<file path="src/sv/bafe_pkg.sv">
// Shared types and codes for the advertising data field extractor.
`default_nettype none

package bafe_pkg;

    localparam int unsigned BYTE_W  = 8;
    localparam int unsigned KIND_W  = 3;
    localparam int unsigned VALUE_W = 64;
    localparam int unsigned PHASE_W = 2;

    localparam logic [BYTE_W-1:0] LIMIT_RESET = 8'd31;

    localparam logic [PHASE_W-1:0] PH_IDLE = 2'd0;
    localparam logic [PHASE_W-1:0] PH_LEN  = 2'd1;
    localparam logic [PHASE_W-1:0] PH_TYPE = 2'd2;
    localparam logic [PHASE_W-1:0] PH_DATA = 2'd3;

    localparam logic [BYTE_W-1:0] AD_FLAGS = 8'h01;
    localparam logic [BYTE_W-1:0] AD_U16   = 8'h02;
    localparam logic [BYTE_W-1:0] AD_U128  = 8'h06;
    localparam logic [BYTE_W-1:0] AD_NAME  = 8'h09;
    localparam logic [BYTE_W-1:0] AD_TXPWR = 8'h0A;
    localparam logic [BYTE_W-1:0] AD_APPR  = 8'h19;
    localparam logic [BYTE_W-1:0] AD_MANUF = 8'hFF;

    localparam logic [KIND_W-1:0] KIND_NAME  = 3'd0;
    localparam logic [KIND_W-1:0] KIND_TXPWR = 3'd1;
    localparam logic [KIND_W-1:0] KIND_APPR  = 3'd2;
    localparam logic [KIND_W-1:0] KIND_U16   = 3'd3;
    localparam logic [KIND_W-1:0] KIND_U128  = 3'd4;
    localparam logic [KIND_W-1:0] KIND_FLAGS = 3'd5;
    localparam logic [KIND_W-1:0] KIND_MANUF = 3'd6;
    localparam logic [KIND_W-1:0] KIND_END   = 3'd7;

    typedef struct packed {
        logic [KIND_W-1:0]  kind;
        logic [VALUE_W-1:0] value;
        logic               half;
        logic               done;
    } t_result;

endpackage

`default_nettype wire

</file>
<file path="src/sv/bafe_ifs.sv">
// Handshake channel interfaces: payload bytes in, fields out, limit register write.
`default_nettype none

interface bafe_in_if;
    logic       valid;
    logic       ready;
    logic [7:0] ad_byte;
    logic       first_byte;
    modport source (output valid, ad_byte, first_byte, input ready);
    modport sink   (input valid, ad_byte, first_byte, output ready);
endinterface

interface bafe_out_if;
    logic        valid;
    logic        ready;
    logic [2:0]  field_kind;
    logic [63:0] field_value;
    logic        half_index;
    logic        payload_done;
    modport source (output valid, field_kind, field_value, half_index, payload_done,
                    input ready);
    modport sink   (input valid, field_kind, field_value, half_index, payload_done,
                    output ready);
endinterface

interface bafe_cfg_if;
    logic       valid;
    logic       ready;
    logic [7:0] payload_limit;
    modport source (output valid, payload_limit, input ready);
    modport sink   (input valid, payload_limit, output ready);
endinterface

`default_nettype wire

</file>
<file path="src/sv/ble_adv_field_extractor.sv">
// Top level of the advertising data field extractor.
// Takes one advertising payload byte per word and walks its length/type/data records,
// sending name bytes, TX power, appearance, flags, the first two manufacturer bytes and
// the first 16-bit or 128-bit UUID as result words; the byte that ends a payload (zero
// length or payload_limit bytes) carries payload_done, or sends an end-only word. One
// byte is accepted every cycle unless the output stalls; a byte passes an input
// register and the parse logic, and its result word is then held in the output
// register. The output register decouples the sides, so input stalls only when a
// result word is held and not taken.
// The limit register may be written only while no byte is in flight.
`default_nettype none

module ble_adv_field_extractor (
    input  wire logic    i_clk,
    input  wire logic    i_rst_n,
    bafe_in_if.sink      i_byte,
    bafe_out_if.source   o_field,
    bafe_cfg_if.sink     i_cfg
);

    logic [7:0]        r_limit;
    logic              res_valid;
    logic              res_ready;
    bafe_pkg::t_result res;
    bafe_pkg::t_result out_res;

    assign i_cfg.ready = 1'b1;

    always_ff @(posedge i_clk) begin
        if (!i_rst_n) begin
            r_limit <= bafe_pkg::LIMIT_RESET;
        end else if (i_cfg.valid) begin
            r_limit <= i_cfg.payload_limit;
        end
    end

    bafe_core u_core (
        .i_clk        (i_clk),
        .i_rst_n      (i_rst_n),
        .i_limit      (r_limit),
        .i_valid      (i_byte.valid),
        .o_ready      (i_byte.ready),
        .i_ad_byte    (i_byte.ad_byte),
        .i_first_byte (i_byte.first_byte),
        .o_res_valid  (res_valid),
        .o_res        (res),
        .i_res_ready  (res_ready)
    );

    bafe_obuf u_obuf (
        .i_clk   (i_clk),
        .i_rst_n (i_rst_n),
        .i_valid (res_valid),
        .o_ready (res_ready),
        .i_res   (res),
        .o_valid (o_field.valid),
        .i_ready (o_field.ready),
        .o_res   (out_res)
    );

    assign o_field.field_kind   = out_res.kind;
    assign o_field.field_value  = out_res.value;
    assign o_field.half_index   = out_res.half;
    assign o_field.payload_done = out_res.done;

endmodule

`default_nettype wire

</file>
<file path="src/sv/bafe_core.sv">
// Input register, record parser state and per-byte field extraction.
`default_nettype none

module bafe_core (
    input  wire logic                 i_clk,
    input  wire logic                 i_rst_n,
    input  wire logic [7:0]           i_limit,
    input  wire logic                 i_valid,
    output logic                      o_ready,
    input  wire logic [7:0]           i_ad_byte,
    input  wire logic                 i_first_byte,
    output logic                      o_res_valid,
    output bafe_pkg::t_result         o_res,
    input  wire logic                 i_res_ready
);

    logic                            r_in_valid;
    logic [7:0]                      r_ad_byte;
    logic                            r_first;

    logic [bafe_pkg::PHASE_W-1:0]    r_phase, n_phase, c_phase;
    logic [7:0]                      r_left, n_left, c_left;
    logic [7:0]                      r_type, n_type, c_type;
    logic [7:0]                      r_idx, n_idx, c_idx;
    logic [63:0]                     r_acc, n_acc, c_acc;
    logic [7:0]                      r_cnt, n_cnt, c_cnt;

    logic                            active;
    logic                            emit;
    logic                            done;
    logic                            advance;
    logic [2:0]                      pos;
    logic [63:0]                     acc_new;
    logic [7:0]                      left_dec;
    bafe_pkg::t_result               res;

    always_comb begin
        c_phase = r_phase;
        c_left  = r_left;
        c_type  = r_type;
        c_idx   = r_idx;
        c_acc   = r_acc;
        c_cnt   = r_cnt;
        if (r_first) begin
            c_phase = bafe_pkg::PH_LEN;
            c_left  = '0;
            c_type  = '0;
            c_idx   = '0;
            c_acc   = '0;
            c_cnt   = '0;
        end
        active = r_first || (r_phase != bafe_pkg::PH_IDLE);

        n_phase = c_phase;
        n_left  = c_left;
        n_type  = c_type;
        n_idx   = c_idx;
        n_acc   = c_acc;
        n_cnt   = (c_cnt == 8'hFF) ? c_cnt : c_cnt + 8'd1;

        emit       = 1'b0;
        done       = 1'b0;
        res.kind   = bafe_pkg::KIND_END;
        res.value  = '0;
        res.half   = 1'b0;

        pos      = c_idx[2:0];
        acc_new  = ((pos == 3'd0) ? 64'd0 : c_acc)
                 | ({56'd0, r_ad_byte} << {pos, 3'b000});
        left_dec = c_left - 8'd1;

        unique case (c_phase)
            bafe_pkg::PH_IDLE: begin
            end
            bafe_pkg::PH_LEN: begin
                if (r_ad_byte == 8'd0) begin
                    done = 1'b1;
                end else begin
                    n_left  = r_ad_byte;
                    n_phase = bafe_pkg::PH_TYPE;
                end
            end
            bafe_pkg::PH_TYPE: begin
                n_type  = r_ad_byte;
                n_left  = left_dec;
                n_idx   = '0;
                n_acc   = '0;
                n_phase = (left_dec != 8'd0) ? bafe_pkg::PH_DATA : bafe_pkg::PH_LEN;
            end
            bafe_pkg::PH_DATA: begin
                n_acc = acc_new;
                unique case (c_type)
                    bafe_pkg::AD_NAME: begin
                        emit      = 1'b1;
                        res.kind  = bafe_pkg::KIND_NAME;
                        res.value = {56'd0, r_ad_byte};
                    end
                    bafe_pkg::AD_TXPWR: begin
                        if (c_idx == 8'd0) begin
                            emit      = 1'b1;
                            res.kind  = bafe_pkg::KIND_TXPWR;
                            res.value = {56'd0, r_ad_byte};
                        end
                    end
                    bafe_pkg::AD_FLAGS: begin
                        if (c_idx == 8'd0) begin
                            emit      = 1'b1;
                            res.kind  = bafe_pkg::KIND_FLAGS;
                            res.value = {56'd0, r_ad_byte};
                        end
                    end
                    bafe_pkg::AD_APPR: begin
                        if (c_idx == 8'd1) begin
                            emit      = 1'b1;
                            res.kind  = bafe_pkg::KIND_APPR;
                            res.value = acc_new;
                        end
                    end
                    bafe_pkg::AD_U16: begin
                        if (c_idx == 8'd1) begin
                            emit      = 1'b1;
                            res.kind  = bafe_pkg::KIND_U16;
                            res.value = acc_new;
                        end
                    end
                    bafe_pkg::AD_MANUF: begin
                        if (c_idx == 8'd1) begin
                            emit      = 1'b1;
                            res.kind  = bafe_pkg::KIND_MANUF;
                            res.value = acc_new;
                        end
                    end
                    bafe_pkg::AD_U128: begin
                        if (c_idx == 8'd7 || c_idx == 8'd15) begin
                            emit      = 1'b1;
                            res.kind  = bafe_pkg::KIND_U128;
                            res.value = acc_new;
                            res.half  = (c_idx == 8'd15);
                        end
                    end
                    default: begin
                    end
                endcase
                n_idx  = (c_idx == 8'hFF) ? c_idx : c_idx + 8'd1;
                n_left = left_dec;
                if (left_dec == 8'd0) begin
                    n_phase = bafe_pkg::PH_LEN;
                end
            end
        endcase

        if (n_cnt >= i_limit) begin
            done = 1'b1;
        end
        if (done) begin
            n_phase = bafe_pkg::PH_IDLE;
        end
        if (!active) begin
            emit = 1'b0;
            done = 1'b0;
        end
        res.done = done;
    end

    // an item with no word to send never waits on the output side
    assign o_res_valid = r_in_valid && (emit || done);
    assign advance     = r_in_valid && (!(emit || done) || i_res_ready);
    assign o_ready     = !r_in_valid || advance;
    assign o_res       = res;

    always_ff @(posedge i_clk) begin
        if (!i_rst_n) begin
            r_in_valid <= 1'b0;
        end else if (o_ready) begin
            r_in_valid <= i_valid;
        end
    end

    always_ff @(posedge i_clk) begin
        if (o_ready && i_valid) begin
            r_ad_byte <= i_ad_byte;
            r_first   <= i_first_byte;
        end
    end

    always_ff @(posedge i_clk) begin
        if (!i_rst_n) begin
            r_phase <= bafe_pkg::PH_IDLE;
            r_left  <= '0;
            r_type  <= '0;
            r_idx   <= '0;
            r_acc   <= '0;
            r_cnt   <= '0;
        end else if (advance) begin
            r_phase <= n_phase;
            r_left  <= n_left;
            r_type  <= n_type;
            r_idx   <= n_idx;
            r_acc   <= n_acc;
            r_cnt   <= n_cnt;
        end
    end

endmodule

`default_nettype wire

</file>
<file path="src/sv/bafe_obuf.sv">
// Output register holding one result word until the sink takes it.
`default_nettype none

module bafe_obuf (
    input  wire logic              i_clk,
    input  wire logic              i_rst_n,
    input  wire logic              i_valid,
    output logic                   o_ready,
    input  wire bafe_pkg::t_result i_res,
    output logic                   o_valid,
    input  wire logic              i_ready,
    output bafe_pkg::t_result      o_res
);

    logic              r_valid;
    bafe_pkg::t_result r_res;

    assign o_ready = !r_valid || i_ready;
    assign o_valid = r_valid;
    assign o_res   = r_res;

    always_ff @(posedge i_clk) begin
        if (!i_rst_n) begin
            r_valid <= 1'b0;
        end else if (o_ready) begin
            r_valid <= i_valid;
        end
    end

    always_ff @(posedge i_clk) begin
        if (o_ready && i_valid) begin
            r_res <= i_res;
        end
    end

endmodule

`default_nettype wire

</file>
<file path="src/flat_wrapper.sv">
// flat-port wrapper written by rule: the top's interface ports become plain ports
module ble_adv_field_extractor_flat 
  (i_clk, i_rst_n, i_byte_valid, i_byte_ad_byte, i_byte_first_byte, i_byte_ready, o_field_valid, o_field_field_kind, o_field_field_value, o_field_half_index, o_field_payload_done, o_field_ready, i_cfg_valid, i_cfg_payload_limit, i_cfg_ready);
  bafe_in_if i_byte_i ();
  bafe_out_if o_field_i ();
  bafe_cfg_if i_cfg_i ();
  input  wire logic i_clk;
  input  wire logic i_rst_n;
  input wire logic [$bits(i_byte_i.valid)-1:0] i_byte_valid;
  input wire logic [$bits(i_byte_i.ad_byte)-1:0] i_byte_ad_byte;
  input wire logic [$bits(i_byte_i.first_byte)-1:0] i_byte_first_byte;
  output wire logic [$bits(i_byte_i.ready)-1:0] i_byte_ready;
  output wire logic [$bits(o_field_i.valid)-1:0] o_field_valid;
  output wire logic [$bits(o_field_i.field_kind)-1:0] o_field_field_kind;
  output wire logic [$bits(o_field_i.field_value)-1:0] o_field_field_value;
  output wire logic [$bits(o_field_i.half_index)-1:0] o_field_half_index;
  output wire logic [$bits(o_field_i.payload_done)-1:0] o_field_payload_done;
  input wire logic [$bits(o_field_i.ready)-1:0] o_field_ready;
  input wire logic [$bits(i_cfg_i.valid)-1:0] i_cfg_valid;
  input wire logic [$bits(i_cfg_i.payload_limit)-1:0] i_cfg_payload_limit;
  output wire logic [$bits(i_cfg_i.ready)-1:0] i_cfg_ready;
  assign i_byte_i.valid = i_byte_valid;
  assign i_byte_i.ad_byte = i_byte_ad_byte;
  assign i_byte_i.first_byte = i_byte_first_byte;
  assign i_byte_ready = i_byte_i.ready;
  assign o_field_valid = o_field_i.valid;
  assign o_field_field_kind = o_field_i.field_kind;
  assign o_field_field_value = o_field_i.field_value;
  assign o_field_half_index = o_field_i.half_index;
  assign o_field_payload_done = o_field_i.payload_done;
  assign o_field_i.ready = o_field_ready;
  assign i_cfg_i.valid = i_cfg_valid;
  assign i_cfg_i.payload_limit = i_cfg_payload_limit;
  assign i_cfg_ready = i_cfg_i.ready;
  ble_adv_field_extractor u_core (.i_clk(i_clk), .i_rst_n(i_rst_n), .i_byte(i_byte_i), .o_field(o_field_i), .i_cfg(i_cfg_i));
endmodule
</file>
<file path="config.mk">
export PLATFORM = sky130hd
export DESIGN_NAME = ble_adv_field_extractor_flat
export DESIGN_NICKNAME = d
export VERILOG_FILES = /design/src/sv/bafe_pkg.sv /design/src/sv/bafe_ifs.sv /design/src/sv/ble_adv_field_extractor.sv /design/src/sv/bafe_core.sv /design/src/sv/bafe_obuf.sv /design/src/flat_wrapper.sv
export SDC_FILE = /design/constraint.sdc
export NUM_CORES = 1
export LEC_CHECK = 0
export BUFFER_PORTS_ARGS = -buffer_cell sky130_fd_sc_hd__buf_4
export CORE_UTILIZATION = 58
export DETAILED_ROUTE_END_ITERATION = 8
export PLACE_DENSITY = 0.83
export SLEW_MARGIN = 10
export SYNTH_ARGS = -nofsm -noshare
export SYNTH_HDL_FRONTEND = slang
export SYNTH_SLANG_ARGS = --single-unit
</file>
<file path="constraint.sdc">
create_clock -name i_clk -period 9.5 [get_ports i_clk]
set_input_delay 1.9 -clock i_clk [delete_from_list [all_inputs] [get_ports i_clk]]
set_output_delay 1.9 -clock i_clk [all_outputs]
set_load 0.1 [all_outputs]
</file>
==> results.toml <==
[timing]
tightest_slew_ns = 1.21
final-hold-violation-count = 0
period_share_pct = 68.2
fin_tns_setup_ns = 0
setup_viol = 0
post-route-min-period_ns = 6.48
finalClockSkew_ns = 0.00593
rsz0062_at_grt = "no"
max_freq_mhz = 154
relSlewSlack_pct = 18.9
drv_slew = 0

[run_status]
status = "complete, no violations"

[global_route]
grt_overflow = 0
track_usage_pct = 29.3
grt_pass1_vias = 6431
grt_pass1_wl_mm = 33.2
grt_max_degree = 70
antenna_found_initial = 0

[clock_tree]
post_cts_buffers = 0
cts_hold_buf = 0
cts_resized = 0
clock_latency_ns = 0.44
clk_pin_slew_ns = 0.07
h-tree-depth = 4
clockBufferDepth = 2
numCtsBuffers = 17
cts_tree = "built"
clock_tree.root_cell = "clkbuf_16"
clock-sinks = 186

[placement]
port-buffer-count = 92
place_area_mm2 = 0.00915
hpwl_mm = 12.9
dp.cells = 1064
place.gp.congestion = 0.955

[synth]
netlist_instances = 838
synth_fa_ha_area_share_pct = 2.09
mappedNetlistNets = 874
synth-compound-area-share_pct = 20.7
ys_ff_latch = 186
synth_top_area_cell = "edfxtp_1"
yosysWarnings = 0
synthSimpleGateAreaFrac_pct = 17.5
ys_types = 61
async_reset_ff_share_pct = 0
synthTopCellsByArea = "edfxtp_1 (28%), dfxtp_1 (26%), nor2_1 (4.8%)"
synth_xor_area_share_pct = 1.15
synth_seq_area_share_pct = 53.8
synth_top_family_by_area = "compound AO/OA/AOI/OAI gates"
syn_area_mm2 = 0.00837
ys.flop_type = "dfxtp_1"
synth_edf_count = 78
synth_area_per_cell_um2 = 9.98
synth_top_cell_area_share_pct = 28.0
synthMuxAreaShare_pct = 0.733

[finish]
stdcell_area_mm2 = 0.00977
fin_util_pct = 69.9
layout-drive-gt1-share_pct = 16.2
diodes = 0
syn_to_final_growth_pct = 16.8
layout.nets = 939
instances_no_fill = 1096

[critical_path]
required_ns = 7.60
startpoint = "u_core.u_core.r_first"
max_stage_delay_ns = 0.55
arrival_ns = 4.58
cp-end-kind = "output port"
crit_slowest_cell = "buf_4"
reg2reg_depth = 17
path_cells = "buf_4, nor2b_1, ha_1, and3b_1, nand4_1, nand4_1, xor2_1, nor2_1, ha_1, or4_1, a21oi_1, o31ai_1, o21ai_1, nor2_1, o211ai_1, buf_4"
critPathCapture = "i_byte_ready"
crit-reg2reg-launch = "u_core.u_core.r_first"
path_class = "flop to output port"
worstSetupStartpointType = "flop"
rr_endpoint = "u_core.u_core.r_acc[49]"
crit_fanout = 69
r2r_slack_ns = 4.24

[worst_hold_path]
min_path_type = "flop to flop"

[floorplan]
die_area_mm2 = 0.0149
die_x_um = 122
core_mm2 = 0.0140
initial_core_util_pct = 59.8
row_count = 43
die_h_um = 122
ioPinCount = 94

[power]
p_int_uw = 1290
p_seq_share_pct = 51.2
power_density_mw_per_mm2 = 171
clkPwrFrac_pct = 43.3
p_total_uw = 1670
peakVddDrop_mv = 0.132
power_leakage_uw = 0.00328
sw_frac_of_total_pct = 23.2
power.switching_uw = 388
comb_power_share_pct = 5.5

[route]
drc = 0
wl_per_cell_um = 19.1
first_pass_iters = 5
vias = 6926
drt_iter0_markers = 763
drtAntennaViolNets = 0
routed_wl_mm = 20.9
via_per_inst = 6.32

[job]
cap_violations = 0
==> placed cells by master (no fill, tap or decap), types with 24 or more instances in the layout <==
master	netlist	routed
a21oi_1	60	60
a22o_1	24	24
a22oi_1	44	44
buf_4	4	106
dfxtp_1	108	108
edfxtp_1	78	78
nand2_1	51	51
nor2_1	106	105
nor2b_1	35	35
o2bb2ai_1	44	44
==> cells by family after synthesis <==
kind of cell,after synthesis
buffers and inverters,80
multiplexers,6
AND/OR/NAND/NOR,294
AO/OA/AOI/OAI,246
XOR/XNOR,11
other,1
adder cells (fa/ha/maj),14
flip-flops,186
==> critical path: cells and delay by family, from the launching register on <==
family | cells | cell delay [ns]
fa+ha+maj | 2 | 0.52
xor+xnor | 1 | 0.16
simple gates | 7 | 1.39
flops | 1 | 0.33
compound gates | 4 | 0.85
buf+inv | 2 | 0.89
==> registers in the layout, indices dropped and copies added, names as in the netlist <==
register / cells
u_core.u_obuf.o_valid: 1
u_core.r_limit: 8
u_core.u_core.r_left: 8
u_core.u_obuf.o_res: 69
u_core.u_core.r_first: 1
u_core.u_core.r_type: 8
u_core.u_core.r_in_valid: 1
u_core.u_core.r_idx: 8
u_core.u_core.r_acc: 64
u_core.u_core.r_cnt: 8
u_core.u_core.r_ad_byte: 8
u_core.u_core.r_phase: 2
==> Yosys cell counts (all sizes together) (16+ instances only) <==
library cell  instances
dfxtp               108
nor2                106
edfxtp               78
a21oi                61
nand2                51
clkbuf               46
a22oi                44
o2bb2ai              44
nor2b                35
o21ai                25
a22o                 24
inv                  20
nand3                17
nor3                 16
==> how the worst min path moves through the flow <==
| stage | startpoint | to | slack (ns) | depth (start not counted) |
|---|---|---|---|---|
| 5_1_grt | u_core.u_core.r_acc[63] | u_core.u_core.r_acc[63] | 0.48 | 1 |
| 2_1_floorplan | u_core.u_core.r_acc[32] | u_core.u_core.r_acc[32] | 0.42 | 1 |
| 4_1_cts | u_core.u_core.r_acc[63] | u_core.u_core.r_acc[63] | 0.46 | 1 |
| 6_report | u_core.u_core.r_acc[63] | u_core.u_core.r_acc[63] | 0.46 | 1 |
| 3_3_place_gp | u_core.u_core.r_acc[61] | u_core.u_core.r_acc[61] | 0.44 | 1 |
| 3_5_place_dp | u_core.u_core.r_acc[32] | u_core.u_core.r_acc[32] | 0.44 | 1 |
==> routing by layer <==
metal / GRT usage [%] / routed length, um / vias up
li1: - / - / 3223
met1: 38.4 / 8700 / 3299
met2: 46.5 / 9920 / 347
met3: 7.12 / 1780 / 57
met4: 11.8 / 506 / 0
met5: 0 / 0 / -
==> final cells by class <==
cell class,count,area [um2]
Clock buffer,21,482
Clock inverter,11,139
Fill cell,1051,4220
Inverter,20,75.1
Multi-Input combinational cell,572,3550
Sequential cell,186,4500
Tap cell,180,225
Timing Repair Buffer,106,796
==> power by group through the flow <==
stage                     Combinational [uW]  Sequential (uW)  Clock, uW
final                                   91.5              857        725
after global routing                    99.3              857        762
after CTS                               90.3              856        730
after detailed placement                89.5              873          0
after global placement                  87.4              873          0
after floorplan                         66.4              863          0
==> per-stage QoR <==
| stage | setup WS (ns) | hold WS, ns |
|---|---|---|
| after floorplan | 2.66 | 0.425 |
| after global placement | 3.66 | 0.436 |
| after detailed placement | 3.55 | 0.439 |
| after CTS | 3.05 | 0.459 |
| after global routing | 2.75 | 0.479 |
| final | 3.02 | 0.459 |
Note: power is estimated with default switching activity, not from simulation.
